[src/hw/rtl/mbrtu_pkg.sv]
// mbrtu_pkg: shared types, codes and the crc-16 byte step for the modbus rtu responder
// depends on nothing; imported by every module of the block
package mbrtu_pkg;

	// register map size and response limits
	localparam int MAP_REGS_DEF   = 6;
	localparam int READ_WORDS_MAX = 6;

	// modbus function codes
	localparam logic [7:0] FUNC_READ  = 8'h03;
	localparam logic [7:0] FUNC_WRITE = 8'h06;

	// crc-16 (reflected polynomial)
	localparam logic [15:0] CRC_INIT = 16'hFFFF;
	localparam logic [15:0] CRC_POLY = 16'hA001;

	// configuration register indexes and reset values
	localparam logic CFG_SLAVE_ADDRESS    = 1'b0;
	localparam logic CFG_SETPOINT_INITIAL = 1'b1;
	localparam logic [7:0] SLAVE_ADDR_RST = 8'h01;
	localparam logic [7:0] SETPOINT_RST   = 8'h00;

	// request clamps
	localparam logic [1:0] SPEED_MAX = 2'd3;
	localparam logic       VALVE_MAX = 1'b1;

	// map register numbers with side effects on write
	localparam logic [7:0] REG_SPEED    = 8'd0;
	localparam logic [7:0] REG_VALVE    = 8'd1;
	localparam logic [7:0] REG_SETPOINT = 8'd2;

	// one checked request handed from the parser to the responder
	typedef struct packed {
		logic        is_read;
		logic [7:0]  addr;
		logic [7:0]  regnum;
		logic [7:0]  b4;
		logic [7:0]  b5;
		logic [7:0]  crc_lo;
		logic [7:0]  crc_hi;
		logic [1:0]  speed;
		logic        valve;
		logic [7:0]  setpoint;
		logic [15:0] sensor_one;
		logic [15:0] sensor_two;
		logic [15:0] sensor_three;
	} cmd_t;

	typedef enum logic {
		BK_IDLE,
		BK_SEND
	} back_state_t;

	// fold one byte into a modbus crc
	function automatic logic [15:0] crc_feed(input logic [15:0] crc, input logic [7:0] b);
		logic [15:0] c;
		c = crc ^ {8'h00, b};
		for (int i = 0; i < 8; i++) begin
			if (c[0]) begin
				c = (c >> 1) ^ CRC_POLY;
			end else begin
				c = c >> 1;
			end
		end
		return c;
	endfunction

endpackage

[src/hw/rtl/mbrtu_front.sv]
// mbrtu_front: request parser, checks each received byte and the frame crc
// depends on mbrtu_pkg; emits one cmd_t per good frame
module mbrtu_front import mbrtu_pkg::*; #(
	parameter int MAP_REGISTERS = MAP_REGS_DEF
) (
	input  logic        clk,
	input  logic        arst_n,
	input  logic        take,
	input  logic [7:0]  rx_byte,
	input  logic [1:0]  speed_now,
	input  logic        valve_now,
	input  logic [7:0]  setpoint_now,
	input  logic [15:0] sensor_one_word,
	input  logic [15:0] sensor_two_word,
	input  logic [15:0] sensor_three_word,
	input  logic [7:0]  slave_address,
	output logic        cmd_push,
	output cmd_t        cmd
);

	localparam logic [8:0] MAP_LIM  = 9'(MAP_REGISTERS);
	localparam logic [8:0] READ_LIM = 9'(READ_WORDS_MAX);

	logic [2:0]  pos_q;
	logic [15:0] crc_q;
	logic [7:0]  addr_q;
	logic [7:0]  func_q;
	logic [7:0]  reg_q;
	logic [7:0]  b4_q;
	logic [7:0]  b5_q;
	logic [7:0]  b6_q;
	logic        ok;
	logic        is_write;
	logic [8:0]  reg_end;

	assign is_write = (func_q == FUNC_WRITE);
	assign reg_end  = {1'b0, reg_q} + {1'b0, rx_byte};

	// per-position byte check
	always_comb begin
		case (pos_q)
			3'd0:    ok = (rx_byte == slave_address);
			3'd1:    ok = (rx_byte == FUNC_READ) || (rx_byte == FUNC_WRITE);
			3'd2:    ok = (rx_byte == 8'h00);
			3'd3:    ok = ({1'b0, rx_byte} < MAP_LIM);
			3'd4:    ok = is_write || (rx_byte == 8'h00);
			3'd5:    ok = is_write || ((reg_end <= MAP_LIM) && ({1'b0, rx_byte} <= READ_LIM));
			3'd6:    ok = 1'b1;
			3'd7:    ok = (b6_q == crc_q[7:0]) && (rx_byte == crc_q[15:8]);
			default: ok = 1'b0;
		endcase
	end

	// command toward the responder, map sampled with the last crc byte
	assign cmd_push = take && (pos_q == 3'd7) && ok;
	always_comb begin
		cmd.is_read      = (func_q == FUNC_READ);
		cmd.addr         = addr_q;
		cmd.regnum       = reg_q;
		cmd.b4           = b4_q;
		cmd.b5           = b5_q;
		cmd.crc_lo       = b6_q;
		cmd.crc_hi       = rx_byte;
		cmd.speed        = speed_now;
		cmd.valve        = valve_now;
		cmd.setpoint     = setpoint_now;
		cmd.sensor_one   = sensor_one_word;
		cmd.sensor_two   = sensor_two_word;
		cmd.sensor_three = sensor_three_word;
	end

	// position and crc
	always_ff @(posedge clk or negedge arst_n) begin
		if (!arst_n) begin
			pos_q <= 3'd0;
			crc_q <= CRC_INIT;
		end else if (take) begin
			if (!ok || pos_q == 3'd7) begin
				pos_q <= 3'd0;
				crc_q <= CRC_INIT;
			end else begin
				pos_q <= pos_q + 3'd1;
				if (pos_q != 3'd6) begin
					crc_q <= crc_feed(crc_q, rx_byte);
				end
			end
		end
	end

	// frame bytes
	always_ff @(posedge clk) begin
		if (take) begin
			case (pos_q)
				3'd0:    addr_q <= rx_byte;
				3'd1:    func_q <= rx_byte;
				3'd3:    reg_q  <= rx_byte;
				3'd4:    b4_q   <= rx_byte;
				3'd5:    b5_q   <= rx_byte;
				3'd6:    b6_q   <= rx_byte;
				default: ;
			endcase
		end
	end

endmodule

[src/hw/rtl/mbrtu_cmdq.sv]
// mbrtu_cmdq: two-entry queue of checked requests between parser and responder
// depends on mbrtu_pkg for cmd_t
module mbrtu_cmdq import mbrtu_pkg::*; (
	input  logic clk,
	input  logic arst_n,
	input  logic push,
	input  cmd_t din,
	output logic full,
	input  logic pop,
	output cmd_t dout,
	output logic empty
);

	cmd_t       mem_q [2];
	logic       wr_q;
	logic       rd_q;
	logic [1:0] cnt_q;

	assign full  = (cnt_q == 2'd2);
	assign empty = (cnt_q == 2'd0);
	assign dout  = mem_q[rd_q];

	// pointers and fill level
	always_ff @(posedge clk or negedge arst_n) begin
		if (!arst_n) begin
			wr_q  <= 1'b0;
			rd_q  <= 1'b0;
			cnt_q <= 2'd0;
		end else begin
			if (push) begin
				wr_q <= ~wr_q;
			end
			if (pop) begin
				rd_q <= ~rd_q;
			end
			if (push && !pop) begin
				cnt_q <= cnt_q + 2'd1;
			end else if (pop && !push) begin
				cnt_q <= cnt_q - 2'd1;
			end
		end
	end

	// entry storage
	always_ff @(posedge clk) begin
		if (push) begin
			mem_q[wr_q] <= din;
		end
	end

endmodule

[src/hw/rtl/mbrtu_back.sv]
// mbrtu_back: responder, updates requests and sends the response one byte per cycle
// while out_pop keeps up; depends on mbrtu_pkg; owns the request registers and the output register
module mbrtu_back import mbrtu_pkg::*; (
	input  logic       clk,
	input  logic       arst_n,
	input  logic       cmd_valid,
	input  cmd_t       cmd,
	output logic       cmd_pop,
	input  logic       setpoint_load,
	input  logic [7:0] setpoint_value,
	input  logic       out_pop,
	output logic       out_valid,
	output logic [7:0] tx_byte,
	output logic       last_byte,
	output logic [1:0] speed_request,
	output logic       valve_request,
	output logic [7:0] setpoint_request
);

	back_state_t state_q, state_d;
	cmd_t        cur_q;
	logic [4:0]  k_q;
	logic [15:0] crc_q;
	logic [1:0]  speed_q;
	logic        valve_q;
	logic [7:0]  setp_q;
	logic        out_valid_q;
	logic [7:0]  tx_q;
	logic        last_q;
	logic [1:0]  speed_out_q;
	logic        valve_out_q;
	logic [7:0]  setp_out_q;

	logic        load;
	logic [7:0]  byte_d;
	logic        last_d;
	logic        feed_d;
	logic [4:0]  len;
	logic [4:0]  off;
	logic [4:0]  r;
	logic [15:0] word;

	// response length and map word under the cursor
	assign len  = 5'd5 + {1'b0, cur_q.b5[2:0], 1'b0};
	assign off  = k_q - 5'd3;
	assign r    = cur_q.regnum[4:0] + {1'b0, off[4:1]};

	always_comb begin
		case (r)
			5'd0:    word = {14'h0000, cur_q.speed};
			5'd1:    word = {15'h0000, cur_q.valve};
			5'd2:    word = {8'h00, cur_q.setpoint};
			5'd3:    word = cur_q.sensor_one;
			5'd4:    word = cur_q.sensor_two;
			5'd5:    word = cur_q.sensor_three;
			default: word = 16'h0000;
		endcase
	end

	// next response byte
	always_comb begin
		byte_d = 8'h00;
		last_d = 1'b0;
		feed_d = 1'b0;
		if (cur_q.is_read) begin
			last_d = (k_q == len - 5'd1);
			feed_d = (k_q < len - 5'd2);
			if (k_q == 5'd0) begin
				byte_d = cur_q.addr;
			end else if (k_q == 5'd1) begin
				byte_d = FUNC_READ;
			end else if (k_q == 5'd2) begin
				byte_d = {cur_q.b5[6:0], 1'b0};
			end else if (k_q == len - 5'd2) begin
				byte_d = crc_q[7:0];
			end else if (k_q == len - 5'd1) begin
				byte_d = crc_q[15:8];
			end else if (!off[0]) begin
				byte_d = word[15:8];
			end else begin
				byte_d = word[7:0];
			end
		end else begin
			last_d = (k_q == 5'd7);
			case (k_q[2:0])
				3'd0:    byte_d = cur_q.addr;
				3'd1:    byte_d = FUNC_WRITE;
				3'd2:    byte_d = 8'h00;
				3'd3:    byte_d = cur_q.regnum;
				3'd4:    byte_d = cur_q.b4;
				3'd5:    byte_d = cur_q.b5;
				3'd6:    byte_d = cur_q.crc_lo;
				3'd7:    byte_d = cur_q.crc_hi;
				default: byte_d = 8'h00;
			endcase
		end
	end

	// sequencer next state
	always_comb begin
		state_d = state_q;
		cmd_pop = 1'b0;
		load    = 1'b0;
		case (state_q)
			BK_IDLE: begin
				if (cmd_valid) begin
					cmd_pop = 1'b1;
					state_d = BK_SEND;
				end
			end
			BK_SEND: begin
				load = !out_valid_q || out_pop;
				if (load && last_d) begin
					state_d = BK_IDLE;
				end
			end
			default: state_d = BK_IDLE;
		endcase
	end

	// control state and request registers
	always_ff @(posedge clk or negedge arst_n) begin
		if (!arst_n) begin
			state_q     <= BK_IDLE;
			out_valid_q <= 1'b0;
			speed_q     <= 2'd0;
			valve_q     <= 1'b0;
			setp_q      <= SETPOINT_RST;
		end else begin
			state_q <= state_d;
			if (load) begin
				out_valid_q <= 1'b1;
			end else if (out_pop) begin
				out_valid_q <= 1'b0;
			end
			if (setpoint_load) begin
				setp_q <= setpoint_value;
			end else if (cmd_pop && !cmd.is_read) begin
				if (cmd.regnum == REG_SPEED) begin
					speed_q <= ({cmd.b4, cmd.b5} < 16'd4) ? cmd.b5[1:0] : SPEED_MAX;
				end else if (cmd.regnum == REG_VALVE) begin
					valve_q <= ({cmd.b4, cmd.b5} < 16'd2) ? cmd.b5[0] : VALVE_MAX;
				end else if (cmd.regnum == REG_SETPOINT) begin
					setp_q <= cmd.b5;
				end
			end
		end
	end

	// current command, cursor, response crc and output register
	always_ff @(posedge clk) begin
		if (cmd_pop) begin
			cur_q <= cmd;
			k_q   <= 5'd0;
			crc_q <= CRC_INIT;
		end else if (load) begin
			k_q <= k_q + 5'd1;
			if (feed_d) begin
				crc_q <= crc_feed(crc_q, byte_d);
			end
		end
		if (load) begin
			tx_q        <= byte_d;
			last_q      <= last_d;
			speed_out_q <= speed_q;
			valve_out_q <= valve_q;
			setp_out_q  <= setp_q;
		end
	end

	assign out_valid        = out_valid_q;
	assign tx_byte          = tx_q;
	assign last_byte        = last_q;
	assign speed_request    = speed_out_q;
	assign valve_request    = valve_out_q;
	assign setpoint_request = setp_out_q;

endmodule

[src/hw/rtl/modbus_rtu_slave_frame_responder.sv]
// modbus_rtu_slave_frame_responder: top level, config registers, parser, queue and responder
// depends on mbrtu_pkg, mbrtu_front, mbrtu_cmdq, mbrtu_back
//
// channel   direction  handshake               payload
// rx        in         push / full             rx_byte, speed_now, valve_now, setpoint_now,
//                                              sensor_one_word, sensor_two_word, sensor_three_word
// tx        out        empty / pop             tx_byte, last_byte, speed_request,
//                                              valve_request, setpoint_request
// config    in         psel/penable/pwrite     paddr, pwdata, prdata, pready
//
// the parser takes one received byte per cycle while full is low, checking it in that cycle (crc on the last byte)
// a good frame enters a two-entry request queue; full rises while both entries wait
// the responder picks up a request in its idle state, then sends 8 bytes (write echo)
// or 5 + 2 * count bytes (read) at one per cycle, paced by pop on the output register
// reset clears the parser, queue, responder and requests; no clearing pass is needed
module modbus_rtu_slave_frame_responder import mbrtu_pkg::*; #(
	parameter int MAP_REGISTERS = MAP_REGS_DEF
) (
	input  logic        clk,
	input  logic        arst_n,
	input  logic        push,
	output logic        full,
	input  logic [7:0]  rx_byte,
	input  logic [1:0]  speed_now,
	input  logic        valve_now,
	input  logic [7:0]  setpoint_now,
	input  logic [15:0] sensor_one_word,
	input  logic [15:0] sensor_two_word,
	input  logic [15:0] sensor_three_word,
	output logic        empty,
	input  logic        pop,
	output logic [7:0]  tx_byte,
	output logic        last_byte,
	output logic [1:0]  speed_request,
	output logic        valve_request,
	output logic [7:0]  setpoint_request,
	input  logic        psel,
	input  logic        penable,
	input  logic        pwrite,
	input  logic [2:0]  paddr,
	input  logic [31:0] pwdata,
	output logic [31:0] prdata,
	output logic        pready
);

	logic [7:0] slave_addr_q;
	logic [7:0] setp_init_q;
	logic       cfg_wr;
	logic       take;
	logic       cmd_push;
	cmd_t       cmd_in;
	cmd_t       cmd_out;
	logic       cmdq_empty;
	logic       cmd_pop;
	logic       out_valid;

	// apb register file
	assign pready = 1'b1;
	assign cfg_wr = psel && penable && pwrite && pready;

	always_ff @(posedge clk or negedge arst_n) begin
		if (!arst_n) begin
			slave_addr_q <= SLAVE_ADDR_RST;
			setp_init_q  <= SETPOINT_RST;
		end else if (cfg_wr) begin
			case (paddr[2])
				CFG_SLAVE_ADDRESS:    slave_addr_q <= pwdata[7:0];
				CFG_SETPOINT_INITIAL: setp_init_q  <= pwdata[7:0];
				default: ;
			endcase
		end
	end

	always_comb begin
		case (paddr[2])
			CFG_SLAVE_ADDRESS:    prdata = {24'h000000, slave_addr_q};
			CFG_SETPOINT_INITIAL: prdata = {24'h000000, setp_init_q};
			default:              prdata = 32'h00000000;
		endcase
	end

	assign take  = push && !full;
	assign empty = !out_valid;

	mbrtu_front #(
		.MAP_REGISTERS(MAP_REGISTERS)
	) u_front (
		.clk              (clk),
		.arst_n           (arst_n),
		.take             (take),
		.rx_byte          (rx_byte),
		.speed_now        (speed_now),
		.valve_now        (valve_now),
		.setpoint_now     (setpoint_now),
		.sensor_one_word  (sensor_one_word),
		.sensor_two_word  (sensor_two_word),
		.sensor_three_word(sensor_three_word),
		.slave_address    (slave_addr_q),
		.cmd_push         (cmd_push),
		.cmd              (cmd_in)
	);

	mbrtu_cmdq u_cmdq (
		.clk   (clk),
		.arst_n(arst_n),
		.push  (cmd_push),
		.din   (cmd_in),
		.full  (full),
		.pop   (cmd_pop),
		.dout  (cmd_out),
		.empty (cmdq_empty)
	);

	mbrtu_back u_back (
		.clk             (clk),
		.arst_n          (arst_n),
		.cmd_valid       (!cmdq_empty),
		.cmd             (cmd_out),
		.cmd_pop         (cmd_pop),
		.setpoint_load   (cfg_wr && (paddr[2] == CFG_SETPOINT_INITIAL)),
		.setpoint_value  (pwdata[7:0]),
		.out_pop         (pop && out_valid),
		.out_valid       (out_valid),
		.tx_byte         (tx_byte),
		.last_byte       (last_byte),
		.speed_request   (speed_request),
		.valve_request   (valve_request),
		.setpoint_request(setpoint_request)
	);

endmodule
[config.mk]
export PLATFORM = sky130hd
export DESIGN_NAME = modbus_rtu_slave_frame_responder
export DESIGN_NICKNAME = d
export VERILOG_FILES = /design/src/hw/rtl/mbrtu_pkg.sv /design/src/hw/rtl/mbrtu_front.sv /design/src/hw/rtl/mbrtu_cmdq.sv /design/src/hw/rtl/mbrtu_back.sv /design/src/hw/rtl/modbus_rtu_slave_frame_responder.sv
export SDC_FILE = /design/constraint.sdc
export NUM_CORES = 1
export LEC_CHECK = 0
export BUFFER_PORTS_ARGS = -buffer_cell sky130_fd_sc_hd__buf_4
export CAP_MARGIN = 10
export CORE_ASPECT_RATIO = 1.75
export CORE_MARGIN = 1
export CORE_UTILIZATION = 60
export CTS_CLUSTER_DIAMETER = 50
export DETAILED_ROUTE_END_ITERATION = 10
export HOLD_SLACK_MARGIN = 0.06
export PLACE_DENSITY = 0.79
export SYNTH_ARGS = -nofsm -noshare
export SYNTH_HDL_FRONTEND = slang
export SYNTH_SLANG_ARGS = --single-unit
[constraint.sdc]
create_clock -name clk -period 18.1 [get_ports clk]
set_clock_uncertainty 0.2 [all_clocks]
set_input_delay 3.62 -clock clk [delete_from_list [all_inputs] [get_ports clk]]
set_output_delay 3.62 -clock clk [all_outputs]
set_load 0.005 [all_outputs]
Yosys cells after proc, flatten, opt, wreduce, memory -nomap -nowiden
Memory sizes are Yosys's and may differ from the RTL's. Cells that the tools add are included.

Magnitude comparators: 6. Mux-type cells: 92. $add $sub $neg: 10. Eq/ne operators: 37. Reductions and logical operators: 49. Bitwise logic cells: 24.

Operator list (count): 2-to-1 mux 16 bit (60); 2-to-1 mux 8 bit (12); case mux 16 bit (6 select lines) (1); case mux 32 bit (2 select lines) (1); case mux 8 bit (8 select lines) (1); inverter 2 -> 3 bit (16); bitwise XOR 16 x 8 -> 16 bit (2); equality test 3 bit, second input constant (8); equality test 8 x 2 -> 1 bit, second input constant (3); equality test 8 bit (3); AND reduction 2 bit (10); equality test 8 x 3 -> 1 bit, second input constant (2); logical NOT 8 bit (2); less-than comparator 16 x 2 -> 1 bit, second input constant (1); less-than comparator 16 x 3 -> 1 bit, second input constant (1); equality test 5 x 2 -> 1 bit, second input constant (3); equality test 5 x 3 -> 1 bit, second input constant (3); logical AND 1 bit (13); equality test 3 x 2 -> 1 bit, second input constant (4); 2-to-1 mux 1 bit (11); equality test 5 x 1 -> 1 bit, second input constant (2); equality test 5 bit (2); logical NOT 5 bit (2); nonzero test 2 bit (5); 29 further kinds (50).

Flip-flop bits (word level): 249. Output and inout port bits: 55. RAM bits: 216. Logic and storage cells: 257. Input port bits: 109. Memories kept: 1.

Memories: u_cmdq.mem_q (depth 2, bits a word 108, rd ports 1, clocked after Yosys merged registers in 0, wr ports 1, line mbrtu_cmdq.sv:14) `cmd_t mem_q [2];`.

Logic depth before layout (Yosys ltp)
Gate-level depths: netlist (run 1).

Depth after elaboration: 49. Gate-level depth with buffers: 17. Gate-level depth less buffers: 16.

Hierarchy
From an unflattened synthesis (run 1), not the netlist that was laid out.

Cell total of the unflattened synthesis: 1340. Area, all modules: 20359.5 um2.

Modules (own cells, without submodules): mbrtu_cmdq (instances 1, sequential area each 6586.3 um2, area an instance 8005.2 um2, cells each 352); mbrtu_back (instances 1, sequential area each 4589.4 um2, area an instance 7527.2 um2, cells each 598); mbrtu_front (instances 1, sequential area each 1936.9 um2, area an instance 3880.0 um2, cells each 315); modbus_rtu_slave_frame_responder (instances 1, sequential area each 401.6 um2, area an instance 947.2 um2, cells each 75).

Least setup slack after synthesis (run 1)
No wires, ideal clock.

Path kind: input port to flip-flop. Start: input port rx_byte[0]. End: memory u_cmdq.mem_q[0][0] in the netlist's numbering, enable pin. Cell stages on the path: 9. Library setup time: 589 ps. Setup slack: 7224 ps. Path buffers: 0. Data arrival time: 10087 ps. Required time: 17311 ps. Cells stage by stage: ha_1 > fa_1 > or4bb_1 > o21ai_0 > nand4_1 > a21oi_1 > a311oi_1 > nor2_1 > nor2b_1.

Word-level cells in the longest chain between the ends: 8. Elaborated cells between the ends (all ways): 18. Those cells by class: add/sub: 1; order compare: 3; eq/ne: 4; mux: 3; reduce/logical: 7.

RTL lines: start, declared (line modbus_rtu_slave_frame_responder.sv:23) `input logic [7:0] rx_byte,`; adder 8 x 8 -> 9 bit (line mbrtu_front.sv:37) `assign reg_end = {1'b0, reg_q} + {1'b0, rx_byte};`; less-or-equal comparator 9 x 3 -> 1 bit (line mbrtu_front.sv:47) `3'd5: ok = is_write || ((reg_end <= MAP_LIM) && ({1'b0, rx_byte} <= READ_LIM));`; logical AND 1 bit (line mbrtu_front.sv:47); logical OR 1 bit (line mbrtu_front.sv:47); case mux 1 bit (8 select lines) (*) (line mbrtu_front.sv:41) `case (pos_q)`; logical AND 1 bit (*) (line mbrtu_front.sv:55) `assign cmd_push = take && (pos_q == 3'd7) && ok;`; net cmd_push (line modbus_rtu_slave_frame_responder.sv:50) `logic cmd_push;`; 2-to-1 mux 1 bit (*) (line mbrtu_cmdq.sv:46) `if (push) begin`; 2-to-1 mux 1 bit (not written as such) (*) (line mbrtu_cmdq.sv:47) `mem_q[wr_q] <= din;`; end, declared (line mbrtu_cmdq.sv:14).

Mark *: on every way through the listed nets, which the timed path passes. The rest lies on a longest branch.

Worst setup path after layout (run 1)
Start: input port paddr[2]. End: output port prdata[4].

Word-level cells in the longest chain between the ends: 2.

RTL lines: start, declared (line modbus_rtu_slave_frame_responder.sv:40) `input logic [2:0] paddr,`; inverter 1 bit (no source line); case mux 32 bit (2 select lines) (*) (line modbus_rtu_slave_frame_responder.sv:75) `case (paddr[2])`; end, declared (line modbus_rtu_slave_frame_responder.sv:42) `output logic [31:0] prdata,`.

Every way passes the cells marked *; elsewhere a longest branch is shown, timed or not. The select of a mux whose other input is x is not followed.

==> run_results.csv, run 1 <==
group,metric,value,unit
run_status,status,"complete, no violations",
sta,relSlewSlack,25.4,%
pwr,p_clk_share,25.3,%
route,firstDrtPassIters,5,
die,start_util,60.9,%
critical_path,worst-setup-path-type,"input port to primary output",
critical_path,critPathMaxFanout,11,
yosys,yosys.area.top_type,"edfxtp_1",
die,core_area,0.0315,mm2
clocking,clock_sinks,465,
yosys,ys_top_cells_by_count,"392 x edfxtp_1, 124 x mux2_2, 76 x nand2_1",
sta,finalSetupViolations,0,
yosys,synth_area,0.0192,mm2
yosys,yosys_register_bits,465,
pwr,ir_drop,0.169,mV
yosys,synth-edff-count,392,
clocking,cts_tree,"done",
yosys,ys.warnings.count,0,
run,max-cap-violations,0,
cells_and_area,n_antenna_cell,0,
clocking,clock_path_buffers,3,
sta,fin_setup_tns,0,ps
route,drt-total-wl,40700,um
die,fp.dieH,239,um
sta,period_minus_slack,8100,ps
pwr,cellPowerDensity,155,mW/mm2
yosys,async_flop_share,11.2,%
hold_path,min_path_type,"flop to flop",
clocking,clock_latency,560,ps
global_route,grt_max_degree,76,
cells_and_area,fill_cells,2080,
global_route,grt_overflow,0,
yosys,yosysSeqAreaShare,70.4,%
clocking,cts_buffers,41,
sta,period_share,44.8,%
yosys,synth_top_flop_cell,"edfxtp_1",
global_route,antenna_found_initial,0,
cells_and_area,finish.net_count,1467,
route,drc,0,
pwr,leakage,7.65,nW
clocking,cts_root_buf,"clkbuf_16",
pwr,power.share.combinational,34.1,%
die,ioPinCount,164,
global_route,grt_pass1_wl,61000,um
sta,finalMaxSlewViolations,0,
sta,timing.fmax,0.123,GHz
pwr,p_int,2.27,mW
yosys,synth.area.top_cells,"edfxtp_1 61%, mux2_2 7.3%, dfrtp_1 4.6%, xnor2_1 2.4%, dfstp_2 2.3%",
yosys,synth.avg_cell_area,15.8,um2
route,num_vias,10504,
pwr,seqPwrFrac,40.6,%
route,vias_per_cell,6.00,
critical_path,worst_setup_path_end_kind,"primary output",
global_route,grt_pass1_vias,10799,
sta,fin_hold_ws,234,ps
pwr,switching_share,32.5,%
pwr,p_sw,1.09,mW
route,drtAntennaViolNets,0,
clocking,cts_setup_buffers,0,
die,row_count,86,
critical_path,worstPathRequired,14280,ps
place,port_buffers,112,
sta,layout_setup_ws,10000,ps
place,routabilityCongestion,0.904,
global_route,groute.usage.overall,25.6,%
die,die-area,0.0328,mm2
place,pre_cts_ws,9960,ps
route,drt_iter0_drc,632,
place,hpwl,27400,um
yosys,yosysMostFrequentCell,"edfxtp_1",
clocking,postCtsResizedCells,0,
cells_and_area,final_layout_size_suffix_gt1_share,25.3,%
yosys,synth.distinct_cells,79,
sta,tightest_slew,1110,ps
critical_path,critPathLaunchType,"input port",
yosys,yosysTopAreaCellShare,61.3,%
clocking,hold_buffers,0,
clocking,htreeDepth,2,
clocking,clk_pin_slew_worst_paths,60,ps
die,die_x,137,um
yosys,syn_inst,1213,
sta,rsz0062_at_grt,"no",
sta,hold_viol_final,0,
critical_path,cp_data_arrival_time,4280,ps
route,drt-wirelength-per-cell,23.3,um
cells_and_area,area_growth,12.5,%
final cells by class:
cell class / instances / area, um2 / area share, %
flip-flops and latches: 465 / 13500 / 62.6
multi-input cells: 679 / 5300 / 24.5
clock buffers: 47 / 1090 / 5.05
repair buffers: 119 / 893 / 4.13
well taps: 396 / 495 / 2.29
clock inverters: 28 / 238 / 1.10
inverters: 18 / 70.1 / 0.324
state kept, by name, indices dropped and copies added, names as in the netlist, 16 cells and up:
register and count:
u_front.crc_q 16, u_cmdq.mem_q 216, u_back.cur_q 108, u_back.crc_q 16
layer usage:
layer,part of all wire (%),vias to the layer above,track usage (%)
met1,35,5192,27.7
li1,-,4800,-
met2,54,397,46.4
met5,0,-,0
met4,6.1,0,15.5
met3,5.1,115,3.73
placed cells by master, fill, tap and decap left out, drive strengths merged, types with 17 or more instances in the layout:
cell and instances:
a21oi 40, buf 119, clkbuf 47, clkinv 21, conb 25, dfrtp 35, dfstp 17, dfxtp 21
edfxtp 392, ha 32, inv 18, mux2 124, mux2i 17, nand2 76, nand3 19, nor2 38
o211ai 18, o21ai 27, xnor2 55, xor2 27
per-stage QoR:
stage	cell area, um2	total power, mW	std cells	util, %
floorplan	19300	2.21	1236	-
global route	21600	3.50	1752	68.5
global placement	20300	2.50	1677	64.3
finish	21600	3.36	1752	68.5
CTS	21600	3.37	1752	68.5
detailed placement	20300	2.52	1677	64.3
critical path, cell delays in order:
cell,delay [ps]
buf_4,160
mux2_2,360
buf_4,140
cells by family (layout without fill, tap and decap cells):
family	Yosys count	after routing	synth area share, %
other	2	25	0.0391
xor gates and xnor gates	86	86	4.42
adders and majority gates	34	34	2.29
DFF	465	465	70.4
buffers and inverters	92	212	2.53
and+or+nand+nor	223	223	5.95
AOI/OAI and AO/OA	169	169	6.12
muxes	142	142	8.27
power by group through the flow:
stage               clock network [mW]  logic (mW)  registers (mW)
finish                           0.850        1.15            1.36
global route                     0.900        1.23            1.37
CTS                              0.861        1.14            1.36
detailed placement                   0        1.13            1.38
global placement                     0        1.12            1.38
floorplan                            0       0.881            1.33
worst paths after layout:
path / start / to / slack [ps] / cells after the start
max: paddr[2] / prdata[4] / 10000 / 3
min: u_front.b4_q[4] / u_cmdq.mem_q[0][87] / 230 / 0
max reg2reg: u_back.k_q[2] / u_back.crc_q[0] / 11280 / 15
min reg2reg: u_front.b4_q[4] / u_cmdq.mem_q[0][87] / 230 / 0
max in group asynchronous: arst_n / u_cmdq.rd_q / 14260 / 1
min in group asynchronous: arst_n / setp_init_q[0] / 2900 / 1
No activity file was read; power rests on OpenSTA's default activity.
==> run 2, diff against run 1 <==
CORE_UTILIZATION = 54   (was 60)
PLACE_DENSITY = 0.75   (was 0.79)
clock period = 7.15 ns   (was 18.1 ns; I/O delays follow)
==> run 2 against run 1 <==
Against the previous run: final area rose by 1.1%; total power rose to 2.5 times the previous value; register-to-register slack got worse by 9700 ps; global-route usage fell by 2.5 points; die area rose by 11%; utilization fell by 6.4 points.
==> run_results.csv, run 2 (synthesis gave the netlist of run 1 again) <==
group,metric,value,unit
sta,tightest_slew,1150,ps
global_route,groute.usage.overall,23.1,%
critical_path,worst-setup-path-type,"flop to flop",
clocking,cts_tree,"done",
clocking,clk_pin_slew_worst_paths,60,ps
sta,timing.fmax,0.180,GHz
place,hpwl,28500,um
critical_path,r2r_end,"u_back.crc_q[0]",
sta,relSlewSlack,23.2,%
critical_path,worstReg2RegStart,"u_back.k_q[0]",
critical_path,critPathMaxFanout,24,
cells_and_area,instances_no_fill,1829,
pwr,ir_drop,0.277,mV
cells_and_area,final_layout_size_suffix_gt1_share,25.8,%
critical_path,r2r_slack,1590,ps
cells_and_area,final_cell_mix,"392 x edfxtp_1, 124 x mux2_2, 121 x buf_4",
clocking,clock_latency,560,ps
cells_and_area,multi_input_area,0.00530,mm2
route,drt-total-wl,40600,um
sta,fin_setup_tns,0,ps
critical_path,worstPathRequired,7430,ps
route,num_vias,10391,
clocking,postCtsResizedCells,0,
die,core_area,0.0352,mm2
hold_path,hold-path-cell-count,0,
pwr,cellPowerDensity,392,mW/mm2
pwr,leakage,7.72,nW
die,ioPinCount,164,
run_status,status,"complete, no violations",
cells_and_area,top_regs,"u_cmdq.mem_q: 216 flops, u_back.cur_q: 108 flops",
sta,rsz0062_at_grt,"no",
cells_and_area,finish.net_count,1473,
place,routabilityCongestion,0.908,
critical_path,crit_path_start,"u_back.k_q[0]",
place,pre_cts_ws,1620,ps
clocking,clock_path_buffers,3,
critical_path,critPathLaunchType,"flop",
global_route,grt_pass1_vias,10848,
route,drtAntennaViolNets,0,
clocking,hold_buffers,0,
sta,finalSetupViolations,0,
cells_and_area,top_register,"u_cmdq.mem_q",
sta,hold_viol_final,0,
die,die_x,145,um
sta,finalMaxSlewViolations,0,
cells_and_area,final-seq-area,0.0135,mm2
hold_path,min_path_type,"flop to flop",
run,max-cap-violations,0,
critical_path,worst_setup_path_end_kind,"flop",
clocking,cts_buffers,42,
cells_and_area,largest_reg_flops,216,
clocking,cts_root_buf,"clkbuf_16",
route,vias_per_cell,5.68,
clocking,clock_sinks,465,
route,drc,0,
cells_and_area,fill_cells,2523,
global_route,antenna_found_initial,0,
clocking,htreeDepth,2,
place,dp.cells,1751,
global_route,grt_pass1_wl,61800,um
sta,period_share,77.8,%
clocking,cts_setup_buffers,0,
sta,layout_setup_ws,1590,ps
cells_and_area,layout_commonest_cell,"edfxtp_1",
critical_path,cp_data_arrival_time,5850,ps
route,firstDrtPassIters,5,
critical_path,cp-endpoint,"u_back.crc_q[0]",
route,drt_iter0_drc,615,
sta,fin_hold_ws,240,ps
die,fp.dieH,251,um
place,port_buffers,112,
sta,period_minus_slack,5560,ps
global_route,grt_overflow,0,
cells_and_area,n_antenna_cell,0,
global_route,grt_max_degree,68,
die,die-area,0.0364,mm2
critical_path,reg2regPathDepth,17,
route,drt-wirelength-per-cell,22.2,um
die,start_util,54.6,%
cells_and_area,area_growth,13.8,%
die,row_count,91,
-- run 2: per-layer routing --
| metal | vias to the layer above | part of all wire (%) | track usage, % |
|---|---|---|---|
| met4 | 0 | 5.7 | 13.1 |
| met5 | - | 0 | 0 |
| met1 | 5190 | 36 | 25.2 |
| li1 | 4797 | - | - |
| met3 | 98 | 3.7 | 2.85 |
| met2 | 306 | 55 | 42.4 |
-- run 2: cell type report --
cell class | count | share of cell area [%]
clock inverters | 24 | 1.32
well taps | 465 | 2.66
inverters | 18 | 0.321
clock buffers | 54 | 5.15
flip-flops and latches | 465 | 61.9
repair buffers | 124 | 4.43
multi-input cells | 679 | 24.3
-- run 2: worst min path at each step --
stage | from | to | slack [ps]
after floorplan | u_back.setp_q[1] | u_back.setpoint_request[1] | 220
after CTS | u_back.setp_q[1] | u_back.setpoint_request[1] | 240
after detailed placement | u_back.setp_q[1] | u_back.setpoint_request[1] | 220
after global routing | u_front.b5_q[6] | u_cmdq.mem_q[0][81] | 250
after global placement | u_front.b5_q[2] | u_cmdq.mem_q[1][77] | 220
final | u_back.setp_q[1] | u_back.setpoint_request[1] | 240
-- run 2: worst max-delay path, cell delays in order (launching register included) --
cell	delay [ps]
dfxtp_1	530
inv_1	260
ha_1	380
ha_1	230
inv_1	80
fa_1	420
buf_4	240
nor2b_1	310
and2_1	350
a22oi_1	140
nand3_1	120
a41oi_1	130
a31oi_1	620
xor3_1	490
xnor3_1	220
xor3_2	290
xnor3_1	350
o21ai_1	110
-- run 2: power breakdown --
| part | switching [mW] | internal (mW) |
|---|---|---|
| clock | 0.988 | 1.28 |
| sequential | 0.240 | 3.22 |
| combinational | 1.51 | 1.32 |
| total | 2.74 | 5.83 |
-- run 2: metrics by stage --
stage	power (mW)	util, %	area [um2]
4_1_cts	8.59	62.1	21900
3_5_place_dp	6.32	58.1	20400
5_1_grt	8.94	62.1	21900
6_report	8.56	62.1	21900
2_1_floorplan	5.60	-	19300
3_3_place_gp	6.28	58.1	20400
==> run 3, diff against run 2 <==
ABC_AREA = 1   (was not set)
clock period = 5 ns   (was 7.15 ns; I/O delays follow)
==> run 3 against run 2 <==
Against the previous run: global-route usage increased by 1.6 points; largest power group unchanged; critical endpoint unchanged; die area increased by 2.5%; highest routed layer unchanged; worst hold slack improved by 4.0 ps; combinational power increased by 48%; final area increased by 2.9%; critical path type unchanged; critical path depth increased by 15; sequential share of layout area decreased by 1.7 points; utilization increased by 0.48 points; count of clock-buffer cells in the layout decreased by 8; maximum frequency increased by 24%.
==> run_results.csv, run 3 <==
group,metric,value,unit
place,pre_cts_ws,457,ps
route,drt-total-wl,44700,um
critical_path,critPathMaxFanout,16,
place,hpwl,31500,um
cells_and_area,final_cell_mix,"530 x nand2_1, 392 x edfxtp_1, 143 x inv_1, 143 x buf_4, 104 x o21ai_0",
die,core_area,0.0359,mm2
critical_path,worstPathRequired,5240,ps
sta,tightest_slew,945,ps
route,num_vias,12729,
hold_path,min_path_type,"flop to flop",
sta,rsz0062_at_grt,"no",
yosys,synth_top_flop_cell,"edfxtp_1",
route,drt-wirelength-per-cell,18.8,um
global_route,grt_max_degree,98,
pwr,leakage,9.12,nW
global_route,grt_pass1_wl,69300,um
global_route,grt_overflow,0,
critical_path,critPathSlowestCell,"fa_1",
pwr,switching_share,36.1,%
cells_and_area,final_layout_size_suffix_gt1_share,14.7,%
yosys,synth.avg_cell_area,11.3,um2
die,die-area,0.0373,mm2
yosys,yosysTopAreaCellShare,59.8,%
cells_and_area,instances_no_fill,2379,
yosys,yosysMostFrequentCell,"nand2_1",
yosys,ys.warnings.count,0,
route,firstDrtPassIters,5,
pwr,power.share.combinational,34.1,%
pwr,ir_drop,0.445,mV
clocking,cts_root_buf,"clkbuf_16",
sta,layout_setup_ws,516,ps
die,start_util,54.8,%
cells_and_area,top_register,"u_cmdq.mem_q",
critical_path,critPathLaunchType,"flop",
clocking,clock_sinks,465,
sta,finalSetupViolations,0,
sta,period_minus_slack,4480,ps
cells_and_area,fin_area,0.0225,mm2
clocking,htreeDepth,2,
route,drt_iter0_drc,827,
sta,hold_viol_final,0,
sta,finalMaxSlewViolations,0,
pwr,p_total,12.3,mW
critical_path,worst-setup-path-type,"flop to flop",
sta,relSlewSlack,37.0,%
run,max-cap-violations,0,
cells_and_area,layout_commonest_cell,"nand2_1",
pwr,cellPowerDensity,547,mW/mm2
clocking,clock_path_buffers,3,
global_route,groute.usage.overall,24.7,%
clocking,cts_buffers,41,
pwr,p_sw,4.44,mW
yosys,synth_area,0.0197,mm2
pwr,p_int,7.86,mW
yosys,yosys.area.top_type,"edfxtp_1",
critical_path,worst_setup_path_end_kind,"flop",
critical_path,cpMostUsedCell,"nand2_1",
yosys,syn_inst,1737,
die,row_count,92,
place,port_buffers,112,
place,routabilityCongestion,0.969,
global_route,antenna_found_initial,0,
pwr,p_clk_share,25.4,%
global_route,grt_pass1_vias,12805,
clocking,clk_pin_slew_worst_paths,70,ps
yosys,yosysSeqAreaShare,68.6,%
sta,period_share,89.7,%
place,placed_area,0.0211,mm2
critical_path,cp_data_arrival_time,4730,ps
yosys,synth-edff-count,392,
sta,fin_setup_tns,0,ps
yosys,ys_top_cells_by_count,"530 x nand2_1, 392 x edfxtp_1, 144 x inv_1",
route,drtAntennaViolNets,0,
cells_and_area,n_antenna_cell,0,
cells_and_area,area_growth,14.2,%
die,die_x,146,um
route,drc,0,
run_status,status,"complete, no violations",
critical_path,slowest_delay,480,ps
cells_and_area,finish.net_count,2021,
yosys,yosys_register_bits,465,
die,fp.dieH,255,um
clocking,cts_tree,"done",
sta,timing.fmax,0.223,GHz
die,ioPinCount,164,
place,dp.cells,2301,
pwr,seqPwrFrac,40.5,%
clocking,clock_latency,560,ps
route,vias_per_cell,5.35,
yosys,synth.distinct_cells,50,
clocking,hold_buffers,0,
yosys,synth.area.top_cells,"edfxtp_1 60%, nand2_1 10%, dfrtp_1 4.4%, inv_1 2.7%, o21ai_0 2.6%",
yosys,async_flop_share,11.2,%
cells_and_area,top_regs,"u_cmdq.mem_q: 216 flops, u_back.cur_q: 108 flops",
cells_and_area,largest_reg_flops,216,
## run 3: cell types whose count changed after synthesis, moves of 15 or more
cell / delta
nand2_1: +454
o21ai_0: +79
nand2_2: +15
nand3_1: +71
mux2_2: -116
mux2i_1: -15
xnor2_1: -34
inv_1: +127
nor2_1: +45
## run 3: final timing paths
path / slack [ps] / from / depth (start not counted) / endpoint
max: 520 / u_back.k_q[0] / 32 / u_back.crc_q[0]
min: 240 / u_front.addr_q[2] / 0 / u_cmdq.mem_q[1][101]
max reg2reg: 520 / u_back.k_q[0] / 32 / u_back.crc_q[0]
min reg2reg: 240 / u_front.addr_q[2] / 0 / u_cmdq.mem_q[1][101]
max in group asynchronous: 3780 / arst_n / 1 / u_cmdq.rd_q
min in group asynchronous: 290 / arst_n / 1 / slave_addr_q[2]
## run 3: power by group through the flow
stage | Clock (mW) | Sequential (mW) | Combinational, mW
final | 3.12 | 4.98 | 4.20
after global routing | 3.31 | 5.02 | 4.70
after CTS | 3.18 | 4.98 | 4.11
after detailed placement | 0 | 5.06 | 4.08
after global placement | 0 | 5.05 | 3.99
after floorplan | 0 | 4.97 | 2.90
## run 3: area by class of cell
class / instances / area, um2
well taps: 470 / 588
clock inverters: 28 / 275
fillers: 2752 / 13400
repair buffers: 147 / 1150
flip-flops and latches: 465 / 13500
clock buffers: 46 / 1040
inverters: 152 / 571
multi-input cells: 1071 / 5330
## run 3: what timing repair did
action | 4_1_cts | 5_1_grt
resized for setup | 0 | 3
endpoints found under the setup margin | 0 | 3
buffers inserted | 0 | 4
## run 3: routing by layer
metal	track usage, %	vias up	share of wire [%]
met2	47.3	353	55
li1	-	6154	-
met1	25.4	6110	35
met5	0	-	0
met3	2.79	112	3.8
met4	15.1	0	5.8
## run 3: logic make-up (layout without fill, tap and decap cells)
logic type,Yosys count,in the layout,synth area share (%)
adders and majority gates,34,34,2.24
AOI/OAI and AO/OA,193,193,5.73
and+or+nand+nor,770,770,16.2
buffers and inverters,224,373,4.90
xor gates and xnor gates,39,39,1.74
muxes,10,10,0.559
other,2,25,0.0381
DFF,465,465,68.6
## run 3: worst max-delay path: cells and delay by family (launching register included)
family                   cells  cell delay (ps)
AND/OR/NAND/NOR             27             2500
adder cells (fa/ha/maj)      3             1060
flip-flops                   1              360
buffers and inverters        2              250
## run 3: per-stage QoR
stage | util, % | hold slack [ps]
2_1_floorplan | - | 221
3_3_place_gp | 58.8 | 223
3_5_place_dp | 58.8 | 231
4_1_cts | 62.5 | 249
5_1_grt | 62.6 | 256
6_report | 62.6 | 244
